[config.mk]
export PLATFORM = sky130hd
export DESIGN_NAME = running_box_blur_line
export DESIGN_NICKNAME = d
export VERILOG_FILES = /design/src/design/rbb_pkg.sv /design/src/design/rbb_div.sv /design/src/design/rbb_ctrl.sv /design/src/design/rbb_datapath.sv /design/src/design/running_box_blur_line.sv
export SDC_FILE = /design/constraint.sdc
export NUM_CORES = 2
export LEC_CHECK = 0
export BUFFER_PORTS_ARGS = -buffer_cell sky130_fd_sc_hd__clkbuf_2
export CAP_MARGIN = 5
export CORE_MARGIN = 2
export CORE_UTILIZATION = 50
export DETAILED_ROUTE_END_ITERATION = 8
export PLACE_DENSITY_LB_ADDON = 0.3
export SLEW_MARGIN = 20
export SYNTH_ARGS = -nofsm -noshare
export SYNTH_HDL_FRONTEND = slang
export SYNTH_SLANG_ARGS = --single-unit
[constraint.sdc]
create_clock -name clk -period 5.57 [get_ports clk]
set_input_delay 0.2785 -clock clk [delete_from_list [all_inputs] [get_ports clk]]
set_output_delay 0.2785 -clock clk [all_outputs]
set_load 0.01 [all_outputs]
[src/design/rbb_pkg.sv]
// Shared types and constants of the running box blur line block.
package rbb_pkg;

	localparam int PIX_W  = 8;
	localparam int NCH    = 4;
	localparam int SUM_W  = 15;
	localparam int DIV_W  = 7;
	localparam int QUO_W  = 8;
	localparam int POS_W  = 16;
	localparam int RAD_W  = 6;
	localparam int STEP_W = 7;
	localparam int CNT_W  = 3;

	localparam logic [RAD_W-1:0] RADIUS_RESET = 6'd5;

	typedef enum logic [2:0] {
		ST_IDLE,
		ST_START,
		ST_WALK,
		ST_FLUSH,
		ST_DIVGO,
		ST_DIV,
		ST_OUT
	} state_t;

	typedef struct packed {
		logic accept;
		logic start;
		logic issue;
		logic div_start;
		logic x_next;
		logic line_next;
	} cmd_t;

	typedef struct packed {
		logic has_out;
		logic walk_last;
		logic div_done;
		logic tail_done;
	} dp_flags_t;

endpackage

[src/design/rbb_div.sv]
// Four-channel restoring divider, one quotient bit per cycle.
module rbb_div (
	input  logic                                                  clk,
	input  logic                                                  arst_n,
	input  logic                                                  start,
	input  logic [rbb_pkg::NCH-1:0][rbb_pkg::SUM_W-1:0]          dividend,
	input  logic [rbb_pkg::DIV_W-1:0]                             divisor,
	output logic [rbb_pkg::NCH-1:0][rbb_pkg::QUO_W-1:0]          quo,
	output logic                                                  done
);

	logic [rbb_pkg::NCH-1:0][rbb_pkg::SUM_W-1:0] rem_q;
	logic [rbb_pkg::NCH-1:0][rbb_pkg::QUO_W-1:0] quo_q;
	logic [rbb_pkg::SUM_W-1:0]                   dsh_q;
	logic [rbb_pkg::CNT_W-1:0]                   cnt_q;
	logic                                        busy_q;

	always_ff @(posedge clk or negedge arst_n) begin
		if (!arst_n) begin
			busy_q <= 1'b0;
			cnt_q  <= '0;
		end else if (start) begin
			busy_q <= 1'b1;
			cnt_q  <= '1;
		end else if (busy_q) begin
			cnt_q <= cnt_q - 1'b1;
			if (cnt_q == '0) begin
				busy_q <= 1'b0;
			end
		end
	end

	// Quotient fits in eight bits since each sum is at most 255 times the divisor.
	always_ff @(posedge clk) begin
		if (start) begin
			rem_q <= dividend;
			quo_q <= '0;
			dsh_q <= rbb_pkg::SUM_W'({divisor, {(rbb_pkg::QUO_W-1){1'b0}}});
		end else if (busy_q) begin
			for (int i = 0; i < rbb_pkg::NCH; i++) begin
				if (rem_q[i] >= dsh_q) begin
					rem_q[i] <= rem_q[i] - dsh_q;
					quo_q[i] <= {quo_q[i][rbb_pkg::QUO_W-2:0], 1'b1};
				end else begin
					quo_q[i] <= {quo_q[i][rbb_pkg::QUO_W-2:0], 1'b0};
				end
			end
			dsh_q <= dsh_q >> 1;
		end
	end

	assign quo  = quo_q;
	assign done = busy_q && (cnt_q == '0);

endmodule

[src/design/rbb_ctrl.sv]
// Sequencer of the box blur: accept, window walk, divide, result transfer.
module rbb_ctrl (
	input  logic              clk,
	input  logic              arst_n,
	input  logic              s_tvalid,
	output logic              s_tready,
	output logic              m_tvalid,
	input  logic              m_tready,
	input  rbb_pkg::dp_flags_t status,
	output rbb_pkg::cmd_t     cmd
);

	rbb_pkg::state_t state_q, state_d;

	always_ff @(posedge clk or negedge arst_n) begin
		if (!arst_n) begin
			state_q <= rbb_pkg::ST_IDLE;
		end else begin
			state_q <= state_d;
		end
	end

	always_comb begin
		state_d  = state_q;
		cmd      = '0;
		s_tready = 1'b0;
		m_tvalid = 1'b0;
		case (state_q)
			rbb_pkg::ST_IDLE: begin
				s_tready = 1'b1;
				if (s_tvalid) begin
					cmd.accept = 1'b1;
					if (status.has_out) begin
						state_d = rbb_pkg::ST_START;
					end
				end
			end
			rbb_pkg::ST_START: begin
				cmd.start = 1'b1;
				state_d   = rbb_pkg::ST_WALK;
			end
			rbb_pkg::ST_WALK: begin
				cmd.issue = 1'b1;
				if (status.walk_last) begin
					state_d = rbb_pkg::ST_FLUSH;
				end
			end
			// let the final read land in the sums
			rbb_pkg::ST_FLUSH: begin
				state_d = rbb_pkg::ST_DIVGO;
			end
			rbb_pkg::ST_DIVGO: begin
				cmd.div_start = 1'b1;
				state_d       = rbb_pkg::ST_DIV;
			end
			rbb_pkg::ST_DIV: begin
				if (status.div_done) begin
					state_d = rbb_pkg::ST_OUT;
				end
			end
			rbb_pkg::ST_OUT: begin
				m_tvalid = 1'b1;
				if (m_tready) begin
					if (status.tail_done) begin
						cmd.line_next = 1'b1;
						state_d       = rbb_pkg::ST_IDLE;
					end else begin
						cmd.x_next = 1'b1;
						state_d    = rbb_pkg::ST_START;
					end
				end
			end
			default: begin
				state_d = rbb_pkg::ST_IDLE;
			end
		endcase
	end

endmodule

[src/design/rbb_datapath.sv]
// Datapath: pixel window store, position tracking, window sums and divider.
module rbb_datapath #(
	parameter int MAX_RADIUS     = 32,
	parameter int MAX_LINE_WIDTH = 4096
) (
	input  logic                           clk,
	input  logic                           arst_n,
	input  logic                           radius_we,
	input  logic [rbb_pkg::RAD_W-1:0]      radius_wdata,
	input  logic [rbb_pkg::NCH*rbb_pkg::PIX_W-1:0] px_data,
	input  logic                           px_sel,
	input  logic                           px_last,
	input  rbb_pkg::cmd_t                  cmd,
	output rbb_pkg::dp_flags_t             status,
	output logic [rbb_pkg::NCH*rbb_pkg::PIX_W-1:0] res_data,
	output logic                           res_sel,
	output logic                           res_end
);

	localparam int DEPTH = 2 * MAX_RADIUS + 1;
	localparam int AW    = $clog2(DEPTH);
	localparam int QW    = rbb_pkg::POS_W + 2;
	localparam int EW    = rbb_pkg::NCH * rbb_pkg::PIX_W + 1;
	localparam logic [rbb_pkg::RAD_W-1:0] MAX_R    = rbb_pkg::RAD_W'(MAX_RADIUS);
	localparam logic [rbb_pkg::POS_W-1:0] LAST_POS = rbb_pkg::POS_W'(MAX_LINE_WIDTH - 1);
	localparam logic [AW-1:0]             TOP_ADDR = AW'(DEPTH - 1);
	localparam logic [AW:0]               DEPTH_X  = (AW+1)'(DEPTH);

	logic [EW-1:0] mem [DEPTH];
	logic [EW-1:0] rd_q;

	logic [rbb_pkg::RAD_W-1:0] radius_q;
	logic [rbb_pkg::RAD_W-1:0] r_eff;
	logic [rbb_pkg::POS_W-1:0] r16;
	logic [rbb_pkg::POS_W-1:0] p_q, x_q, xend_q;
	logic [AW-1:0]             wp_q, wp_inc, qaddr_q, rd_addr, start_addr;
	logic [AW:0]               back_k, start_tmp;
	logic [rbb_pkg::POS_W-1:0] back_cnt;
	logic signed [QW-1:0]      qpos_q;
	logic [rbb_pkg::STEP_W-1:0] step_q;
	logic                      last_q;
	logic                      last_now, p_ge_r;
	logic                      rd_v_s1, tap_s1;
	logic                      sel_q;
	logic [rbb_pkg::NCH-1:0][rbb_pkg::SUM_W-1:0] sum_q;
	logic [rbb_pkg::NCH-1:0][rbb_pkg::QUO_W-1:0] quo;
	logic                      div_done;

	// Clamp the radius register into 1..MAX_RADIUS.
	always_comb begin
		if (radius_q == '0) begin
			r_eff = rbb_pkg::RAD_W'(1);
		end else if (radius_q > MAX_R) begin
			r_eff = MAX_R;
		end else begin
			r_eff = radius_q;
		end
	end

	assign r16      = rbb_pkg::POS_W'(r_eff);
	assign last_now = px_last || (p_q >= LAST_POS);
	assign p_ge_r   = p_q >= r16;
	assign wp_inc   = (wp_q == TOP_ADDR) ? '0 : wp_q + 1'b1;

	// Store slot of position x - r, counted back from the newest slot.
	assign back_cnt   = p_q - x_q;
	assign back_k     = (AW+1)'(back_cnt) + (AW+1)'(r_eff);
	assign start_tmp  = {1'b0, wp_q} - back_k;
	assign start_addr = start_tmp[AW] ? AW'(start_tmp + DEPTH_X) : start_tmp[AW-1:0];

	// Clamp reads to the line: before the start reads slot 0, past the newest reads it.
	always_comb begin
		if (qpos_q[QW-1]) begin
			rd_addr = '0;
		end else if (qpos_q[QW-2:0] > {1'b0, p_q}) begin
			rd_addr = wp_q;
		end else begin
			rd_addr = qaddr_q;
		end
	end

	always_ff @(posedge clk) begin
		if (cmd.accept) begin
			mem[wp_q] <= {px_sel, px_data};
		end
		rd_q <= mem[rd_addr];
	end

	always_ff @(posedge clk or negedge arst_n) begin
		if (!arst_n) begin
			radius_q <= rbb_pkg::RADIUS_RESET;
			p_q      <= '0;
			wp_q     <= '0;
			x_q      <= '0;
			xend_q   <= '0;
			last_q   <= 1'b0;
			qpos_q   <= '0;
			qaddr_q  <= '0;
			step_q   <= '0;
			rd_v_s1  <= 1'b0;
			tap_s1   <= 1'b0;
		end else begin
			rd_v_s1 <= cmd.issue;
			tap_s1  <= cmd.issue && (step_q == rbb_pkg::STEP_W'(r_eff));
			if (radius_we) begin
				// drop the line in progress
				radius_q <= radius_wdata;
				p_q      <= '0;
				wp_q     <= '0;
			end else if (cmd.accept) begin
				last_q <= last_now;
				if (last_now || p_ge_r) begin
					x_q    <= p_ge_r ? p_q - r16 : '0;
					xend_q <= last_now ? p_q : p_q - r16;
				end else begin
					p_q  <= p_q + 1'b1;
					wp_q <= wp_inc;
				end
			end else if (cmd.line_next) begin
				if (last_q) begin
					p_q  <= '0;
					wp_q <= '0;
				end else begin
					p_q  <= p_q + 1'b1;
					wp_q <= wp_inc;
				end
			end
			if (cmd.x_next) begin
				x_q <= x_q + 1'b1;
			end
			if (cmd.start) begin
				qpos_q  <= $signed({2'b00, x_q}) - $signed(QW'(r_eff));
				qaddr_q <= start_addr;
				step_q  <= '0;
			end else if (cmd.issue) begin
				qpos_q  <= qpos_q + $signed(QW'(1));
				qaddr_q <= (qaddr_q == TOP_ADDR) ? '0 : qaddr_q + 1'b1;
				step_q  <= step_q + 1'b1;
			end
		end
	end

	// Window sums: colors count only where alpha is nonzero.
	always_ff @(posedge clk) begin
		if (cmd.start) begin
			sum_q <= '0;
		end else if (rd_v_s1) begin
			for (int c = 0; c < rbb_pkg::NCH - 1; c++) begin
				if (rd_q[(rbb_pkg::NCH-1)*rbb_pkg::PIX_W +: rbb_pkg::PIX_W] != '0) begin
					sum_q[c] <= sum_q[c]
						+ rbb_pkg::SUM_W'(rd_q[c*rbb_pkg::PIX_W +: rbb_pkg::PIX_W]);
				end
			end
			sum_q[rbb_pkg::NCH-1] <= sum_q[rbb_pkg::NCH-1]
				+ rbb_pkg::SUM_W'(rd_q[(rbb_pkg::NCH-1)*rbb_pkg::PIX_W +: rbb_pkg::PIX_W]);
		end
		if (tap_s1) begin
			sel_q <= rd_q[EW-1];
		end
	end

	rbb_div u_div (
		.clk      (clk),
		.arst_n   (arst_n),
		.start    (cmd.div_start),
		.dividend (sum_q),
		.divisor  ({1'b0, r_eff} << 1 | rbb_pkg::DIV_W'(1)),
		.quo      (quo),
		.done     (div_done)
	);

	assign status.has_out   = last_now || p_ge_r;
	assign status.walk_last = step_q == {r_eff, 1'b0};
	assign status.div_done  = div_done;
	assign status.tail_done = x_q == xend_q;

	assign res_data = quo;
	assign res_sel  = sel_q;
	assign res_end  = last_q && (x_q == xend_q);

endmodule

[src/design/running_box_blur_line.sv]
// Each result comes from a walk that reads the 2r+1 window slots, one read per cycle,
// and then the bit-serial divider; an item with no result is only stored in the window.
// One item is in work at a time; a last-of-line item releases up to r+1 results
// in turn, each walked and divided as above, before the next item is taken.
// Reset (arst_n low): radius goes to 5, line position to 0, controller to idle;
// the window store is not cleared.
module running_box_blur_line #(
	parameter int MAX_RADIUS     = 32,
	parameter int MAX_LINE_WIDTH = 4096
) (
	input  logic        clk,
	input  logic        arst_n,
	input  logic        radius_we,
	input  logic [5:0]  radius_wdata,
	input  logic        s_tvalid,
	output logic        s_tready,
	input  logic [31:0] s_tdata,   // blue_in, green_in, red_in, alpha_in
	input  logic        s_tuser,   // in_selection
	input  logic        s_tlast,   // last_in_line
	output logic        m_tvalid,
	input  logic        m_tready,
	output logic [31:0] m_tdata,   // blue_out, green_out, red_out, alpha_out
	output logic        m_tuser,   // write_enable
	output logic        m_tlast    // line_end
);

	rbb_pkg::cmd_t      cmd;
	rbb_pkg::dp_flags_t status;

	rbb_ctrl u_ctrl (
		.clk      (clk),
		.arst_n   (arst_n),
		.s_tvalid (s_tvalid),
		.s_tready (s_tready),
		.m_tvalid (m_tvalid),
		.m_tready (m_tready),
		.status   (status),
		.cmd      (cmd)
	);

	rbb_datapath #(
		.MAX_RADIUS     (MAX_RADIUS),
		.MAX_LINE_WIDTH (MAX_LINE_WIDTH)
	) u_datapath (
		.clk          (clk),
		.arst_n       (arst_n),
		.radius_we    (radius_we),
		.radius_wdata (radius_wdata),
		.px_data      (s_tdata),
		.px_sel       (s_tuser),
		.px_last      (s_tlast),
		.cmd          (cmd),
		.status       (status),
		.res_data     (m_tdata),
		.res_sel      (m_tuser),
		.res_end      (m_tlast)
	);

`ifndef ASSERT_OFF
	a_no_overlap: assert property (@(posedge clk) disable iff (!arst_n)
		!(s_tready && m_tvalid))
		else $error("input and output sides active together");

	a_last_has_result: assert property (@(posedge clk) disable iff (!arst_n)
		(s_tvalid && s_tready && s_tlast) |=> !s_tready)
		else $error("end-of-line transfer produced no result");

	a_line_end_idle: assert property (@(posedge clk) disable iff (!arst_n)
		(m_tvalid && m_tready && m_tlast) |=> (s_tready && !m_tvalid))
		else $error("block not idle after line end transfer");
`endif

endmodule

* Yosys cells after proc, flatten, opt, wreduce, memory -nomap -nowiden
Memories as Yosys holds them, arrays and structs flattened. A register that Yosys moved wholly into a read port is not among the register bits. Index checks and enable logic that the tools add are counted.
Cells by class: $add $sub $neg 21, $lt $le $gt $ge 8, equal/unequal tests 18, muxes and demuxes 66, bitwise gates (word level) 1, reduce and logical (&&, ||, !) cells 28
Operator list (count):
- 2-to-1 mux 16 bit | 11
- 2-to-1 mux 60 bit | 2
- 2-to-1 mux 7 bit | 14
- adder 15 x 8 -> 15 bit | 4
- greater-or-equal comparator 15 x 14 -> 1 bit | 4
- 2-to-1 mux 15 bit | 4
- subtractor 15 x 14 -> 15 bit | 4
- 2-to-1 mux 18 bit | 2
- adder 16 x 1 -> 16 bit (second input constant) | 2
- 2-to-1 mux 14 bit | 2
- adder 7 x 1 -> 7 bit (second input constant) | 3
- 2-to-1 mux 3 bit | 7
- one-hot mux 3 bit (7 select lines) | 1
- 2-to-1 mux 1 bit | 19
- adder 18 x 2 -> 18 bit (second input constant) | 1
- > comparator 17 x 16 -> 1 bit | 1
- subtractor 16 x 6 -> 17 bit | 1
- == test 16 bit | 1
- greater-or-equal comparator 16 x 12 -> 1 bit (second input constant) | 1
- greater-or-equal comparator 16 x 6 -> 1 bit | 1
- nonzero test 2 bit | 8
- subtractor 16 x 6 -> 16 bit | 1
- == test 7 bit (second input constant) | 2
- AND reduction 2 bit | 7
- 25 further kinds | 39
Storage, ports and cells: bits in registers 270, RAM bits 2145, bits of input ports 45, logic and storage cells 172, memories kept 1
Memory list:
- u_datapath.mem | words 65, width 33, read ports 1, clocked after memory_dff 1, write ports 1, line rbb_datapath.sv:29 | logic [EW-1:0] mem [DEPTH];

* Logic depth before layout (Yosys ltp)
depth after elaboration 9, depth in mapped cells 20, depth with buffers taken out 18

* By module
From an unflattened synthesis, not the netlist that was laid out.
Unflattened totals: cell total of the unflattened synthesis 7883, area, all modules 101076.9 µm²
By module, submodules not included:
- rbb_datapath | times used 1, cells an instance 7073, area each 93614.8 µm², seq. area each 68708.4 µm²
- rbb_div | times used 1, cells an instance 783, area each 7234.4 µm², seq. area each 2892.8 µm²
- rbb_ctrl | times used 1, cells an instance 27, area each 227.7 µm², seq. area each 75.1 µm²

* Least setup slack after synthesis
No wires, ideal clock.
kind reg2reg, from register u_datapath.u_div.dsh_q[1] in the netlist's numbering, to register u_datapath.u_div.rem_q[45] in the netlist's numbering, enable pin, arrival 4055 ps, data required time 5128 ps, slack 1073 ps, stages on the path, launching flop included 14, clock period less this slack 4497 ps, cell sequence dfxtp_1 -> inv_1 -> ha_1 -> nor2b_1 -> o21ai_0 -> a21oi_1 -> o21ai_0 -> nand2b_1 -> a21oi_1 -> o22ai_1 -> o41ai_1 -> o21ai_0 -> nor2_1 -> o311ai_0
On the way: longest elaborated chain between the ends 3
Ends and longest elaborated chain:
- start: declaration | line rbb_div.sv:14 | logic [rbb_pkg::SUM_W-1:0] dsh_q;
- start signal: assignment | line rbb_div.sv:38 | dsh_q <= rbb_pkg::SUM_W'({divisor, {(rbb_pkg::QUO_W-1){1'b0}}});
- start signal: assignment | line rbb_div.sv:48 | dsh_q <= dsh_q >> 1;
- greater-or-equal comparator 15 x 14 -> 1 bit | line rbb_div.sv:41 | if (rem_q[i] >= dsh_q) begin
- nonzero test 2 bit (no line)
- AND reduction 2 bit (no line)
- end signal: assignment | line rbb_div.sv:36 | rem_q <= dividend;
- end signal: indexed assignment | line rbb_div.sv:42 | rem_q[i] <= rem_q[i] - dsh_q;
- end: declaration | line rbb_div.sv:12 | logic [rbb_pkg::NCH-1:0][rbb_pkg::SUM_W-1:0] rem_q;
No other way between the ends. A chain may end at the register's enable or synchronous reset.

* Worst setup path in the final report
from register u_datapath.p_q[2] in the netlist's numbering, to register u_datapath.rd_q[6] (read register of u_datapath.mem)
On the way: longest elaborated chain between the ends 3
Ends and longest elaborated chain:
- start: declaration | line rbb_datapath.sv:35 | logic [rbb_pkg::POS_W-1:0] p_q, x_q, xend_q;
- start signal: assignment | line rbb_datapath.sv:116 | p_q <= p_q + 1'b1;
- start signal: assignment | line rbb_datapath.sv:124 | p_q <= p_q + 1'b1;
- > comparator 17 x 16 -> 1 bit | line rbb_datapath.sv:75 | end else if (qpos_q[QW-2:0] > {1'b0, p_q}) begin
- 2-to-1 mux 7 bit | line rbb_datapath.sv:75
- 2-to-1 mux 7 bit | line rbb_datapath.sv:73 | if (qpos_q[QW-1]) begin
- end: declaration | line rbb_datapath.sv:30 | logic [EW-1:0] rd_q;
No other way between the ends.

==> impl_results.md <==
* Status: finished clean
* H-tree Lvls at 4
* Max_slew headroom at 18.9%
* CP endpoint kind: flip-flop
* Cell Area, Synth at 102,000 um2
* Synth warn at 0
* Area Growth Syn to Fin at 12.5%
* Worst VDD drop at 0.000354 V
* Slowest cell on crit path: nor4_2
* Pwr dens at 438 nW/um2
* Initial Utilization at 50.4%
* EDFF count, synth at 2,212
* Top cells by area, synth: edfxtp_1 (65%), nand2_1 (6.9%), nand3_1 (3.2%)
* Total gr overflow at 0
* Crit path time final at 5370 ps
* Max_cap viols at 0
* Worst hold-check path type: in2reg
* Die area at 208,000 um2
* Total Routing Usage GR at 27.7%
* Num CTS Buffers at 235
* TritonCTS clock tree: done
* Mapped Cells at 8,089
* Comb power frac at 23.7%
* CTS root buf: clkbuf_16
* Core region area at 203,000 um2
* Register area share after synthesis at 70.2%
* Routed via count at 68,000
* Top cell type by total area after synthesis: edfxtp_1
* Cell variety after synth at 84
* CP required at 6330 ps
* Async S/R FF share, synth at 4.21%
* Final GP Congestion at 0.910
* Worst Setup Start Kind: flip-flop
* Worst path max stage delay at 580 ps
* CP Class: reg2reg
* Initial DRC count at 9,083
* Fin. Hold Viols at 0
* Register bit total from synthesis at 2,448
* Post-Layout Inst Area at 115,000 um2
* Drt pass-1 iters at 6
* CTS Sinks at 2,448
* DP HPWL at 174,000 um
* First-pass GRT wire length at 430,000 um
* Ys flop type: edfxtp_1
* Clock Power Share at 31.7%
* Worst-path clk slew at 70 ps
* Pins Over Slew Limit at 0
* Antenna Violating Nets Remaining at 0
* Critical path peak fanout at 21
* Avg Cell Area, Syn at 12.6 um2
* Ratio of final minimum period to clock period at 96.4%
* Worst Clk Skew at 45.4 ps
* Layout cell share with drive strength beyond 1 at 9.83%
* Placement Cell Area at 107,000 um2
* Routed WL at 294,000 um
* WL/cell at 26.5 um
* Site Rows at 165
* Critical Path, Cell by Cell: inv_1 -> ha_1 -> nand4_1 -> o221ai_1 -> a21o_1 -> o21a_4 -> mux2i_1 -> or2_4 -> or2_2 -> buf_4 -> o22ai_1 -> nor4_2 -> a31oi_1 -> buf_4 -> or3_1
* Sw frac at 30.9%
* Clk Latency, worst-skew pair at 890 ps
* Seq pwr share at 44.6%
* Internal Power at 0.0348 W
* Worst slew pin tran at 1210 ps
* Post-synth top area share at 65.1%
* Die height at 456 um
* Pleak at 41.0 nW
* Syn Nets at 8,298
* Unrepaired setup endpoints after global routing: false
* Pwr Total at 0.0503 W
* Port bufs at 80
* Die width at 456 um
* Drt via density at 6.11
* IO Pins at 81
* Pin count of the biggest net entering global routing at 105
* F_max at 186 MHz
* Top delay family on crit path: simple AND/OR/NAND/NOR gates
* Vias in the first global route at 65,000
* Final setup vio count at 0
* # DRC at 0
* Sw Pwr at 0.0156 W
* Clock Path Buffers at 3
* Setup bufs post-CTS at 0
* Most used cell, CP: buf_4
* Final nets at 8,446
* Worst Path Buf+Inv at 3
* Crit path DAT at 6130 ps
* Initial antenna violation count at 25
kinds of logic after synthesis:
kind of cell	Yosys count	share of synthesized area (%)
compound gates	1130	7.03
simple gates	3360	14.4
flops	2448	70.2
buf+inv	619	2.69
fa+ha+maj	164	2.17
mux	196	2.02
xor+xnor	172	1.48
registers in the layout, indices dropped and copies added (netlist names), 3 cells and up:
name	cells
u_datapath.xend_q	16
u_datapath.mem	2145
u_datapath.wp_q	7
u_datapath.u_div.rem_q	60
u_datapath.sum_q	60
u_datapath.u_div.quo	32
u_datapath.x_q	16
u_datapath.radius_q	6
u_datapath.rd_q	33
u_datapath.u_div.cnt_q	3
u_datapath.u_div.dsh_q	14
u_datapath.qaddr_q	7
u_datapath.step_q	7
u_datapath.qpos_q	18
u_datapath.p_q	16
u_ctrl.state_q	3
cell type report:
class / count / area [um2]
sequential: 2448 / 71700
clock buffer: 322 / 6440
inverter: 148 / 556
antenna: 3 / 7.51
multi-input combinational: 5023 / 28300
tap: 2672 / 3340
fill: 15900 / 87700
clock inverter: 121 / 1240
timing repair buffer: 381 / 3220
per-layer routing:
metal | global-route usage (%) | up-vias | part of all wire, % | wire length [um]
met2 | 44.8 | 3683 | 47 | 138000
li1 | - | 30000 | - | -
met4 | 12.5 | 16 | 5.1 | 15000
met3 | 5.15 | 631 | 10 | 29400
met5 | 0 | - | 0.037 | 109
met1 | 36.6 | 33600 | 38 | 112000
final timing paths:
path / start / end / slack [ps] / cells past startpoint
max in group asynchronous: arst_n / u_datapath.qpos_q[17] / 4030 / 4
worst max register to register: u_datapath.p_q[2] / u_datapath.rd_q[6] / 200 / 15
worst min register to register: u_datapath.tap_s1 / u_datapath.res_sel / 450 / 0
min in group asynchronous: arst_n / u_datapath.radius_q[2] / 490 / 3
worst min-delay path: s_tdata[1] / u_datapath.mem[48][1] / 90 / 2
worst max-delay path: u_datapath.p_q[2] / u_datapath.rd_q[6] / 200 / 15
synthesized netlist by cell type, types with 8 or more instances:
| master | n |
|---|---|
| clkbuf_1 | 230 |
| a32oi_1 | 35 |
| and3_1 | 98 |
| ha_1 | 142 |
| a311oi_1 | 91 |
| fa_1 | 22 |
| nand3_1 | 648 |
| buf_4 | 19 |
| xor2_1 | 58 |
| a211oi_1 | 48 |
| dfxtp_1 | 133 |
| o21a_1 | 12 |
| inv_1 | 146 |
| and2_1 | 46 |
| mux2i_1 | 183 |
| nor2b_1 | 29 |
| o21bai_1 | 8 |
| nor3_1 | 62 |
| a22oi_1 | 34 |
| nor2_1 | 318 |
| a31oi_1 | 155 |
| o31ai_1 | 21 |
| a21boi_0 | 19 |
| edfxtp_1 | 2212 |
| a21o_1 | 21 |
| nand2_1 | 1884 |
| nand2b_1 | 26 |
| a221oi_1 | 26 |
| dfrtp_1 | 101 |
| buf_2 | 146 |
| a21oi_1 | 374 |
| o21ai_0 | 164 |
| buf_1 | 53 |
| or3_1 | 39 |
| buf_6 | 22 |
| o22ai_1 | 59 |
| nor4_1 | 45 |
| nand4_1 | 132 |
| or2_2 | 11 |
| xnor2_1 | 114 |
power groups by stage:
stage               clock network, W  logic (W)  registers [W]
floorplan                          0    0.00850         0.0222
global placement                   0     0.0115         0.0227
detailed placement                 0     0.0118         0.0228
CTS                           0.0161     0.0119         0.0224
global route                  0.0168     0.0132         0.0225
finish                        0.0160     0.0119         0.0224
what timing repair did:
| action | CTS | global route |
|---|---|---|
| gates cloned | 0 | 1 |
| hold buffers | 20 | 0 |
| gates resized for setup | 1 | 1 |
| hold endpoints to repair | 44 | 0 |
| endpoints found under the setup margin | 1 | 2 |
cell usage in the layout, fill, tap and decap left out, types with 22 or more instances in the layout:
cell          n
nand2_1    1883
clkinv_2     36
nor3_1       59
nand4_1     132
ha_1        142
dfxtp_1     133
fa_1         22
a22oi_1      34
edfxtp_1   2212
clkbuf_1     66
clkbuf_16   237
a211oi_1     47
nor2b_1      27
or3_1        39
inv_1       146
a221oi_1     26
o22ai_1      59
and3_1       98
nor2_1      251
nor4_1       43
and2_1       45
xor2_1       58
clkinv_1     45
a31oi_1     154
nand3_1     648
nand2b_1     23
mux2i_1     183
buf_12       41
a21oi_1     370
dfrtp_1      99
nor2_4       67
a311oi_1     91
buf_4       242
o21ai_0     163
xnor2_1     114
a32oi_1      35
clkbuf_2     79
through the flow:
step | setup slack [ps] | setup TNS (ps) | hold slack [ps] | utilization (%) | cells
floorplan | 1070 | 0 | -17.1 | - | 8089
global placement | -524 | -804 | 265 | 52.8 | 10700
detailed placement | -27.4 | -27.4 | 263 | 52.8 | 10700
CTS | 137 | 0 | 50.7 | 56.7 | 11100
global route | 78.0 | 0 | 96.2 | 56.7 | 11100
finish | 200 | 0 | 90.0 | 56.7 | 11100
(Power assumes the default switching activity.)
